===== src/hw/rtl/dce_pkg.sv =====
// ----------------------------------------------------------------------------
// dce_pkg
// Shared types and codes for the date component extractor pipeline.
// ----------------------------------------------------------------------------
`default_nettype none

package dce_pkg;

	// number of register stages from request to response
	localparam int unsigned STAGES = 12;

	// component selector codes
	localparam logic [3:0] CMD_DAY      = 4'd0;
	localparam logic [3:0] CMD_MONTH    = 4'd1;
	localparam logic [3:0] CMD_YEAR     = 4'd2;
	localparam logic [3:0] CMD_WEEKDAY  = 4'd3;
	localparam logic [3:0] CMD_ORDINAL  = 4'd4;
	localparam logic [3:0] CMD_ISOWDAY  = 4'd5;
	localparam logic [3:0] CMD_WEEK     = 4'd6;
	localparam logic [3:0] CMD_WEEKYEAR = 4'd7;
	localparam logic [3:0] CMD_QUARTER  = 4'd8;
	localparam logic [3:0] CMD_DOQ      = 4'd9;

	// per-stage load enables and occupancy
	typedef struct packed {
		logic [STAGES-1:0] load;
		logic [STAGES-1:0] vld;
	} pipe_ctl_t;

endpackage

`default_nettype wire


===== src/hw/rtl/dce_pipe_ctrl.sv =====
// ----------------------------------------------------------------------------
// dce_pipe_ctrl
// Valid bits and load enables of the datapath; empty stages fill under stall.
// ----------------------------------------------------------------------------
`default_nettype none

module dce_pipe_ctrl (
	input  logic              clk,
	input  logic              arst_n,
	input  logic              req_valid,
	input  logic              rsp_ready,
	output dce_pkg::pipe_ctl_t ctl
);

	logic [dce_pkg::STAGES-1:0] vld_q;
	logic [dce_pkg::STAGES-1:0] load;
	logic                       in_acc;
	logic                       out_acc;

	always_comb begin
		load[dce_pkg::STAGES-1] = !vld_q[dce_pkg::STAGES-1] || rsp_ready;
		for (int i = dce_pkg::STAGES-2; i >= 0; i--) begin
			load[i] = !vld_q[i] || load[i+1];
		end
	end

	always_ff @(posedge clk or negedge arst_n) begin
		if (!arst_n) begin
			vld_q <= '0;
		end else begin
			if (load[0]) begin
				vld_q[0] <= req_valid;
			end
			for (int i = 1; i < dce_pkg::STAGES; i++) begin
				if (load[i]) begin
					vld_q[i] <= vld_q[i-1];
				end
			end
		end
	end

	assign ctl.load = load;
	assign ctl.vld  = vld_q;

	assign in_acc  = req_valid && load[0];
	assign out_acc = vld_q[dce_pkg::STAGES-1] && rsp_ready;

	a_enter: assert property (@(posedge clk) disable iff (!arst_n)
		in_acc |=> vld_q[0])
		else $error("accepted word missing from first stage");

	a_cnt_up: assert property (@(posedge clk) disable iff (!arst_n)
		(in_acc && !out_acc) |=> ($countones(vld_q) == $past($countones(vld_q)) + 1))
		else $error("occupancy did not grow on accept");

	a_cnt_dn: assert property (@(posedge clk) disable iff (!arst_n)
		(!in_acc && out_acc) |=> ($countones(vld_q) + 1 == $past($countones(vld_q))))
		else $error("occupancy did not shrink on delivery");

	a_cnt_eq: assert property (@(posedge clk) disable iff (!arst_n)
		(in_acc == out_acc) |=> ($countones(vld_q) == $past($countones(vld_q))))
		else $error("word lost or duplicated in pipeline");

endmodule

`default_nettype wire


===== src/hw/rtl/date_component_extract_core.sv =====
// ----------------------------------------------------------------------------
// date_component_extract_core
// Epoch seconds to one UTC calendar component (civil date, weekday, ISO week).
// ----------------------------------------------------------------------------
// Channel   Dir  Handshake              Payload
// request   in   req_valid/req_ready    command, epoch_seconds
// response  out  rsp_valid/rsp_ready    component_value, valid_res
//
// One word per cycle while rsp_ready is high or an empty stage remains.
// The deepest stage is the 32x32 reciprocal multiply that divides by 86400;
// later divisions by constants are reciprocal multiplies in later stages.
// Reset clears only the stage valid bits.
// A full stage holds while the one after it is blocked; empty stages keep
// filling, so req_ready stays high until all 12 stages are occupied and rsp_ready is low.
// ----------------------------------------------------------------------------
`default_nettype none

module date_component_extract_core (
	input  logic               clk,
	input  logic               arst_n,
	input  logic               req_valid,
	output logic               req_ready,
	input  logic [3:0]         command,
	input  logic signed [38:0] epoch_seconds,
	output logic               rsp_valid,
	input  logic               rsp_ready,
	output logic [13:0]        component_value,
	output logic               valid_res
);

	// 0001-01-01T00:00:00 is -EPOCH_OFS, span to 9999-12-31T23:59:59
	localparam logic signed [39:0] EPOCH_OFS = 40'sd62135596800;
	localparam logic signed [39:0] SPAN      = 40'sd315537897599;

	// reciprocals: floor for 675 (corrected), ceil (exact) elsewhere
	localparam logic [31:0] M_675   = 32'((64'd1 << 41) / 64'd675);
	localparam logic [22:0] M_ERA   = 23'(((64'd1 << 40) + 64'd146096) / 64'd146097);
	localparam logic [18:0] M_1460  = 19'(((64'd1 << 29) + 64'd1459) / 64'd1460);
	localparam logic [18:0] M_36524 = 19'(((64'd1 << 34) + 64'd36523) / 64'd36524);
	localparam logic [18:0] M_365   = 19'(((64'd1 << 27) + 64'd364) / 64'd365);
	localparam logic [9:0]  M_100   = 10'(((64'd1 << 16) + 64'd99) / 64'd100);
	localparam logic [11:0] M_153   = 12'(((64'd1 << 19) + 64'd152) / 64'd153);
	localparam logic [14:0] M5_153  = 15'(64'(M_153) * 64'd5);
	localparam logic [13:0] M2_153  = 14'(64'(M_153) * 64'd2);
	localparam logic [9:0]  M_7     = 10'(((64'd1 << 12) + 64'd6) / 64'd7);

	function automatic logic [2:0] mod7(input logic [21:0] x);
		logic [23:0] xw;
		logic [5:0]  acc;
		logic [3:0]  fold;
		xw  = {2'b00, x};
		acc = '0;
		for (int i = 0; i < 8; i++) begin
			acc = acc + 6'(xw[3*i +: 3]);
		end
		fold = 4'(acc[5:3]) + 4'(acc[2:0]);
		if (fold >= 4'd7) begin
			fold = fold - 4'd7;
		end
		return 3'(fold);
	endfunction

	// day offset of each March-based month
	function automatic logic [8:0] mp_start(input logic [3:0] mp);
		logic [8:0] r;
		unique case (mp)
			4'd0:    r = 9'd0;
			4'd1:    r = 9'd31;
			4'd2:    r = 9'd61;
			4'd3:    r = 9'd92;
			4'd4:    r = 9'd122;
			4'd5:    r = 9'd153;
			4'd6:    r = 9'd184;
			4'd7:    r = 9'd214;
			4'd8:    r = 9'd245;
			4'd9:    r = 9'd275;
			4'd10:   r = 9'd306;
			4'd11:   r = 9'd337;
			default: r = 9'd0;
		endcase
		return r;
	endfunction

	dce_pkg::pipe_ctl_t ctl;

	dce_pipe_ctrl u_ctrl (
		.clk       (clk),
		.arst_n    (arst_n),
		.req_valid (req_valid),
		.rsp_ready (rsp_ready),
		.ctl       (ctl)
	);

	assign req_ready = ctl.load[0];
	assign rsp_valid = ctl.vld[dce_pkg::STAGES-1];

	// ---------------- stage 1: clamp and rebase to 0001-01-01 ----------------
	logic signed [39:0] sec_ofs;
	logic [38:0]        sec_clamp;
	logic [31:0]        v_s1;
	logic [3:0]         cmd_s1;

	always_comb begin
		sec_ofs = {epoch_seconds[38], epoch_seconds} + EPOCH_OFS;
		if (sec_ofs[39]) begin
			sec_clamp = '0;
		end else if (sec_ofs > SPAN) begin
			sec_clamp = SPAN[38:0];
		end else begin
			sec_clamp = sec_ofs[38:0];
		end
	end

	always_ff @(posedge clk) begin
		if (ctl.load[0]) begin
			v_s1   <= sec_clamp[38:7];
			cmd_s1 <= command;
		end
	end

	// ---------------- stage 2: estimate (sec >> 7) / 675 ----------------
	logic [63:0] p675;
	logic [21:0] qest_s2;
	logic [31:0] v_s2;
	logic [3:0]  cmd_s2;

	assign p675 = v_s1 * M_675;

	always_ff @(posedge clk) begin
		if (ctl.load[1]) begin
			qest_s2 <= p675[62:41];
			v_s2    <= v_s1;
			cmd_s2  <= cmd_s1;
		end
	end

	// ---------------- stage 3: correct quotient, shift to March-based z ------
	logic [31:0] rem675;
	logic [21:0] z_s3;
	logic [3:0]  cmd_s3;

	assign rem675 = v_s2 - 32'(qest_s2) * 32'd675;

	always_ff @(posedge clk) begin
		if (ctl.load[2]) begin
			z_s3   <= qest_s2 + 22'd306 + 22'(rem675 >= 32'd675);
			cmd_s3 <= cmd_s2;
		end
	end

	// ---------------- stage 4: era, weekday ----------------
	logic [44:0] pera;
	logic [4:0]  era_s4;
	logic [21:0] z_s4;
	logic [2:0]  wday_s4;
	logic [3:0]  cmd_s4;

	assign pera = z_s3 * M_ERA;

	always_ff @(posedge clk) begin
		if (ctl.load[3]) begin
			era_s4  <= pera[44:40];
			z_s4    <= z_s3;
			wday_s4 <= mod7(z_s3 + 22'd3);
			cmd_s4  <= cmd_s3;
		end
	end

	// ---------------- stage 5: day of era ----------------
	logic [17:0] doe_s5;
	logic [4:0]  era_s5;
	logic [2:0]  wday_s5;
	logic [3:0]  cmd_s5;

	always_ff @(posedge clk) begin
		if (ctl.load[4]) begin
			doe_s5  <= 18'(z_s4 - 22'(era_s4) * 22'd146097);
			era_s5  <= era_s4;
			wday_s5 <= wday_s4;
			cmd_s5  <= cmd_s4;
		end
	end

	// ---------------- stage 6: leap-corrected day count ----------------
	logic [36:0] p1460;
	logic [36:0] p36524;
	logic [17:0] t_s6;
	logic [17:0] doe_s6;
	logic [4:0]  era_s6;
	logic [2:0]  wday_s6;
	logic [3:0]  cmd_s6;

	assign p1460  = doe_s5 * M_1460;
	assign p36524 = doe_s5 * M_36524;

	always_ff @(posedge clk) begin
		if (ctl.load[5]) begin
			t_s6    <= doe_s5 - 18'(p1460[35:29]) + 18'(p36524[36:34])
				- 18'(doe_s5 == 18'd146096);
			doe_s6  <= doe_s5;
			era_s6  <= era_s5;
			wday_s6 <= wday_s5;
			cmd_s6  <= cmd_s5;
		end
	end

	// ---------------- stage 7: year of era ----------------
	logic [36:0] p365;
	logic [8:0]  yoe_s7;
	logic [17:0] doe_s7;
	logic [4:0]  era_s7;
	logic [2:0]  wday_s7;
	logic [3:0]  cmd_s7;

	assign p365 = t_s6 * M_365;

	always_ff @(posedge clk) begin
		if (ctl.load[6]) begin
			yoe_s7  <= p365[35:27];
			doe_s7  <= doe_s6;
			era_s7  <= era_s6;
			wday_s7 <= wday_s6;
			cmd_s7  <= cmd_s6;
		end
	end

	// ---------------- stage 8: day of March-based year ----------------
	logic [18:0] p100;
	logic [1:0]  yc;
	logic [17:0] dbase;
	logic [8:0]  doy_s8;
	logic [8:0]  yoe_s8;
	logic [1:0]  yc_s8;
	logic [4:0]  era_s8;
	logic [2:0]  wday_s8;
	logic [3:0]  cmd_s8;

	assign p100  = yoe_s7 * M_100;
	assign yc    = p100[17:16];
	assign dbase = 18'(yoe_s7) * 18'd365 + 18'(yoe_s7[8:2]) - 18'(yc);

	always_ff @(posedge clk) begin
		if (ctl.load[7]) begin
			doy_s8  <= 9'(doe_s7 - dbase);
			yoe_s8  <= yoe_s7;
			yc_s8   <= yc;
			era_s8  <= era_s7;
			wday_s8 <= wday_s7;
			cmd_s8  <= cmd_s7;
		end
	end

	// ---------------- stage 9: month index, leap flags, base year ----------
	logic [23:0] p153;
	logic [6:0]  r100;
	logic [3:0]  mp_s9;
	logic [8:0]  doy_s9;
	logic [13:0] ybase_s9;
	logic        leap_y_s9;
	logic        leap_yn_s9;
	logic        leap_yp_s9;
	logic [2:0]  wday_s9;
	logic [3:0]  cmd_s9;

	assign p153 = doy_s8 * M5_153 + 24'(M2_153);
	assign r100 = 7'(yoe_s8 - 9'(yc_s8) * 9'd100);

	always_ff @(posedge clk) begin
		if (ctl.load[8]) begin
			mp_s9      <= p153[22:19];
			doy_s9     <= doy_s8;
			ybase_s9   <= 14'(yoe_s8) + 14'(era_s8) * 14'd400;
			leap_y_s9  <= (yoe_s8[1:0] == 2'd0) && (r100 != 7'd0 || yoe_s8 == 9'd0);
			leap_yn_s9 <= (yoe_s8 == 9'd399) || (yoe_s8[1:0] == 2'd3 && r100 != 7'd99);
			leap_yp_s9 <= (yoe_s8[1:0] == 2'd1) && (r100 != 7'd1 || yoe_s8 == 9'd1);
			wday_s9    <= wday_s8;
			cmd_s9     <= cmd_s8;
		end
	end

	// ---------------- stage 10: civil date, ordinal day ----------------
	logic        janfeb;
	logic [4:0]  mday_s10;
	logic [3:0]  month_s10;
	logic [13:0] year_s10;
	logic [8:0]  ord_s10;
	logic        leap_s10;
	logic        leap_prev_s10;
	logic [2:0]  wday_s10;
	logic [3:0]  cmd_s10;

	assign janfeb = mp_s9 >= 4'd10;

	always_ff @(posedge clk) begin
		if (ctl.load[9]) begin
			mday_s10      <= 5'(doy_s9 - mp_start(mp_s9) + 9'd1);
			month_s10     <= janfeb ? 4'(mp_s9 - 4'd9) : 4'(mp_s9 + 4'd3);
			year_s10      <= ybase_s9 + 14'(janfeb);
			ord_s10       <= janfeb ? 9'(doy_s9 - 9'd305)
				: 9'(doy_s9 + 9'd60 + 9'(leap_y_s9));
			leap_s10      <= janfeb ? leap_yn_s9 : leap_y_s9;
			leap_prev_s10 <= janfeb ? leap_y_s9 : leap_yp_s9;
			wday_s10      <= wday_s9;
			cmd_s10       <= cmd_s9;
		end
	end

	// ---------------- stage 11: quarter, day of quarter, ISO weekday and week-year ----------------
	logic [2:0]  quarter;
	logic [8:0]  qoff;
	logic [2:0]  mon_idx;
	logic [9:0]  u;
	logic [9:0]  diy;
	logic [13:0] wyear;
	logic [8:0]  tm1;

	logic [4:0]  mday_s11;
	logic [3:0]  month_s11;
	logic [13:0] year_s11;
	logic [8:0]  ord_s11;
	logic [2:0]  wday_s11;
	logic [2:0]  isowd_s11;
	logic [2:0]  quarter_s11;
	logic [6:0]  doq_s11;
	logic [13:0] wyear_s11;
	logic [8:0]  tm1_s11;
	logic [3:0]  cmd_s11;

	always_comb begin
		priority if (month_s10 <= 4'd3) begin
			quarter = 3'd1;
			qoff    = 9'd0;
		end else if (month_s10 <= 4'd6) begin
			quarter = 3'd2;
			qoff    = 9'd90 + 9'(leap_s10);
		end else if (month_s10 <= 4'd9) begin
			quarter = 3'd3;
			qoff    = 9'd181 + 9'(leap_s10);
		end else begin
			quarter = 3'd4;
			qoff    = 9'd273 + 9'(leap_s10);
		end

		// Monday = 0; u is the Thursday's ordinal plus 3
		mon_idx = (wday_s10 == 3'd0) ? 3'd6 : 3'(wday_s10 - 3'd1);
		u       = 10'(ord_s10) + 10'd6 - 10'(mon_idx);
		diy     = 10'd365 + 10'(leap_s10);

		priority if (u < 10'd4) begin
			wyear = year_s10 - 14'd1;
			tm1   = 9'(u + 10'd361 + 10'(leap_prev_s10));
		end else if (u > diy + 10'd3) begin
			wyear = year_s10 + 14'd1;
			tm1   = 9'(u - 10'd4 - diy);
		end else begin
			wyear = year_s10;
			tm1   = 9'(u - 10'd4);
		end
	end

	always_ff @(posedge clk) begin
		if (ctl.load[10]) begin
			mday_s11    <= mday_s10;
			month_s11   <= month_s10;
			year_s11    <= year_s10;
			ord_s11     <= ord_s10;
			wday_s11    <= wday_s10;
			isowd_s11   <= (wday_s10 == 3'd0) ? 3'd7 : wday_s10;
			quarter_s11 <= quarter;
			doq_s11     <= 7'(ord_s10 - qoff);
			wyear_s11   <= wyear;
			tm1_s11     <= tm1;
			cmd_s11     <= cmd_s10;
		end
	end

	// ---------------- stage 12: week number, select, output word ----------
	logic [18:0] p7;
	logic [5:0]  week;
	logic [13:0] value;
	logic        known;
	logic [13:0] value_s12;
	logic        known_s12;

	assign p7   = tm1_s11 * M_7;
	assign week = p7[17:12] + 6'd1;

	always_comb begin
		known = 1'b1;
		unique case (cmd_s11)
			dce_pkg::CMD_DAY:      value = 14'(mday_s11);
			dce_pkg::CMD_MONTH:    value = 14'(month_s11);
			dce_pkg::CMD_YEAR:     value = year_s11;
			dce_pkg::CMD_WEEKDAY:  value = 14'(wday_s11);
			dce_pkg::CMD_ORDINAL:  value = 14'(ord_s11);
			dce_pkg::CMD_ISOWDAY:  value = 14'(isowd_s11);
			dce_pkg::CMD_WEEK:     value = 14'(week);
			dce_pkg::CMD_WEEKYEAR: value = wyear_s11;
			dce_pkg::CMD_QUARTER:  value = 14'(quarter_s11);
			dce_pkg::CMD_DOQ:      value = 14'(doq_s11);
			default: begin
				value = '0;
				known = 1'b0;
			end
		endcase
	end

	always_ff @(posedge clk) begin
		if (ctl.load[11]) begin
			value_s12 <= value;
			known_s12 <= known;
		end
	end

	assign component_value = value_s12;
	assign valid_res       = known_s12;

endmodule

`default_nettype wire


===== config.mk =====
export PLATFORM = sky130hd
export DESIGN_NAME = date_component_extract_core
export DESIGN_NICKNAME = d
export VERILOG_FILES = /design/src/hw/rtl/dce_pkg.sv /design/src/hw/rtl/dce_pipe_ctrl.sv /design/src/hw/rtl/date_component_extract_core.sv
export SDC_FILE = /design/constraint.sdc
export NUM_CORES = 2
export LEC_CHECK = 0
export BUFFER_PORTS_ARGS = -buffer_cell sky130_fd_sc_hd__buf_4
export CAP_MARGIN = 20
export CORE_UTILIZATION = 60
export CTS_BUF_LIST = sky130_fd_sc_hd__clkbuf_8
export CTS_CLUSTER_SIZE = 28
export DETAILED_ROUTE_END_ITERATION = 6
export HOLD_SLACK_MARGIN = 0.06
export PLACE_DENSITY = 0.79
export SLEW_MARGIN = 15
export SYNTH_ARGS = -nofsm -noshare
export SYNTH_HDL_FRONTEND = slang
export SYNTH_SLANG_ARGS = --single-unit

===== constraint.sdc =====
create_clock -name clk -period 9.1 [get_ports clk]
set_clock_uncertainty 0.1 [all_clocks]
set_input_delay 1.82 -clock clk [delete_from_list [all_inputs] [get_ports clk]]
set_output_delay 1.82 -clock clk [all_outputs]
set_load 0.02 [all_outputs]

==> results.md <==
* Slew HR at 32.4%
* Asr flop ratio synth at 2.58%
* RSZ-0062 raised after global routing: yes
* Hold Violations, Final at 0
* Placer Congestion at 0.966
* Number of global-route vias before repair at 48,400
* Worst min-delay path class: register to register
* TritonRoute pass-1 iters at 5
* DIE WIDTH at 339 um
* Tmin final at 9060 ps
* Drt drc at 0
* Crit-path most repeated cell: fa_1
* Io pins at 64
* Worst hold margin at 302 ps
* Post-synth net total at 8,666
* Vias at 44,500
* Post-Place Worst Slack at -448 ps
* Yosys cell types at 92
* CTS tree: done
* Synthesized area per cell at 11.1 um^2
* Seq cells post-synth at 466
* Area delta synth->final at 8.42%
* F_max at 0.110 GHz
* Hpwl dp at 128,000 um
* Setup Crit Path Kind: register to register
* Cell row count at 123
* Warnings, synthesis at 0
* Clk_lat worst skew at 690 ps
* Initial DRC count at 2,277
* Die area at 115,000 um^2
* Slowest-stage cell, CP: fa_1
* Clk buf depth at 3
* Buffers added on ports at 56
* Top area cells in the synthesized netlist: fa_1 28%, ha_1 27%, edfxtp_1 20%
* Setup Viol. Count Final at 0
* Required time worst endpoint at 9450 ps
* Slew Limit Fails at 0
* Register area share after synthesis at 20.3%
* Status: complete, no violations
* Commonest non-fill, non-tap cell in the layout: inv_1
* Num Clock Sinks at 466
* Most frequent cells in the layout: 1,637 x inv_1, 1,460 x ha_1, 951 x fa_1
* Crit-path max FO at 3
* CORE AREA at 113,000 um^2
* Global-route wire length before repair at 249,000 um
* Post-synthesis cell area at 68,300 um^2
* Post-synth top flop: edfxtp_1
* Synth area leader: fa_1
* Diode count at 0
* Worst slew pin tran at 1010 ps
* Largest net degree at the start of global routing at 76
* Clk slew on worst S/H paths at 70 ps
* Post-synth top area share at 28.2%
* Slowest stage delay, CP at 560 ps
* Initial Utilization at 60.6%
* Final Cycle Share at 99.5%
* Worst setup SP type: register
* MaxCap Viol Count at 0
* Dpl cells at 7,869
* Root Driver: clkbuf_8
* Total CTS buffers at 76
* Post-synthesis cell count at 6,177
* Setup ws final at 44.5 ps
* Routed Antenna Nets at 0
* R2R cell count at 39
* Critical Path End Type: register
* Post-synth EDFFs at 449
* GRT Util Overall at 27.3%
* Total Routed Length at 152,000 um
* Crit path DAT at 9410 ps
* Layout Cells excl Fill at 8,037
* Nets at 8,966
* Routed len/inst at 18.9 um
* Share of cells above drive strength 1 at 7.43%
* Number of vias per cell at 5.53
* H-tree Lvls at 3
* GR Overflow Total at 0
* CTS hold repair buffers at 0
* Die Ht at 339 um
* Antenna violations before repair at 2
* Hold Path Depth at 0
cell usage after synthesis (28+ instances only):
| cell type | instances |
|---|---|
| edfxtp_1 | 449 |
| xor2_1 | 79 |
| nor3_1 | 70 |
| nand2_1 | 133 |
| a21oi_1 | 166 |
| o21a_1 | 29 |
| nand2b_1 | 44 |
| nand3_1 | 70 |
| nor2b_1 | 33 |
| xnor2_1 | 224 |
| nor2_1 | 165 |
| fa_1 | 961 |
| nand4_1 | 28 |
| inv_1 | 1645 |
| a21o_1 | 82 |
| ha_1 | 1481 |
| o21ai_0 | 95 |
routing by layer:
metal  share of wire (%)  vias to the layer above  routed length (um)  global-route usage, %
li1                    -                    20700                   -                      -
met5                   0                        -                   0                      0
met2                  52                     1145               79000                   49.5
met1                  39                    22300               59400                   33.0
met4                 4.3                        0                6590                   10.6
met3                 4.4                      386                6680                   3.23
flip-flops by register name, summed over array words and instances (netlist names), 12 cells and up, named ones only:
signal / count
component_value: 14
qest_s2: 22
v_s1: 32
doe_s5: 18
z_s3: 22
year_s11: 14
u_ctrl.vld_q: 12
z_s4: 18
v_s2: 32
year_s10: 14
wyear_s11: 14
ybase_s9: 14
t_s6: 18
path summary, 6_finish.rpt:
path / startpoint / to / slack [ps]
worst max-delay path: doe_s5[6]$_DFFE_PP_ / t_s6[14]$_DFFE_PP_ / 40
worst min-delay path: cmd_s4[0]$_DFFE_PP_ / cmd_s5[0]$_DFFE_PP_ / 300
worst max register to register: doe_s5[6]$_DFFE_PP_ / t_s6[14]$_DFFE_PP_ / 40
worst min register to register: cmd_s4[0]$_DFFE_PP_ / cmd_s5[0]$_DFFE_PP_ / 300
max in group asynchronous: arst_n / u_ctrl.vld_q[0]$_DFFE_PN0P_ / 7780
min in group asynchronous: arst_n / u_ctrl.vld_q[11]$_DFFE_PN0P_ / 880
critical path, delay by kind of cell, from the launching register on:
| family | cells | cell delay [ps] |
|---|---|---|
| AOI/OAI and AO/OA | 17 | 2980 |
| DFF | 1 | 550 |
| xor gates and xnor gates | 1 | 90 |
| adders and majority gates | 10 | 3930 |
| buffers and inverters | 8 | 740 |
| and+or+nand+nor | 3 | 390 |
layout make-up:
type | count | area (um^2)
clock buffer | 77 | 1060
fill | 8310 | 38600
sequential | 466 | 13900
multi-input combinational | 4037 | 48500
timing repair buffer | 249 | 1920
clock inverter | 61 | 559
inverter | 1647 | 6180
tap | 1500 | 1880
cells by family (layout without fill, tap and decap cells):
logic type | count (synthesis) | in the layout | synth area share (%)
mux | 24 | 24 | 0.403
flops | 466 | 466 | 20.3
compound gates | 598 | 598 | 5.89
xor+xnor | 303 | 303 | 3.89
fa+ha+maj | 2444 | 2444 | 55.3
simple gates | 668 | 668 | 4.91
buf+inv | 1674 | 2034 | 9.23
repair_timing:
action                                  in CTS  in global routing
gates resized for setup                     23                 75
pin swaps                                   24                 69
buffers inserted                            10                 20
endpoints found under the setup margin       7                 10
metrics by stage:
| step | TNS (ps) | instance area, um^2 | util [%] |
|---|---|---|---|
| floorplan | 0 | 68300 | - |
| finish | 0 | 74000 | 65.7 |
| global placement | -856 | 71700 | 63.7 |
| detailed placement | -1200 | 71700 | 63.7 |
| CTS | 0 | 73500 | 65.2 |
| global route | -363 | 74000 | 65.7 |
Power is not shown: default switching activity piles up to over one toggle a cycle in this logic, so the estimate is an artifact.
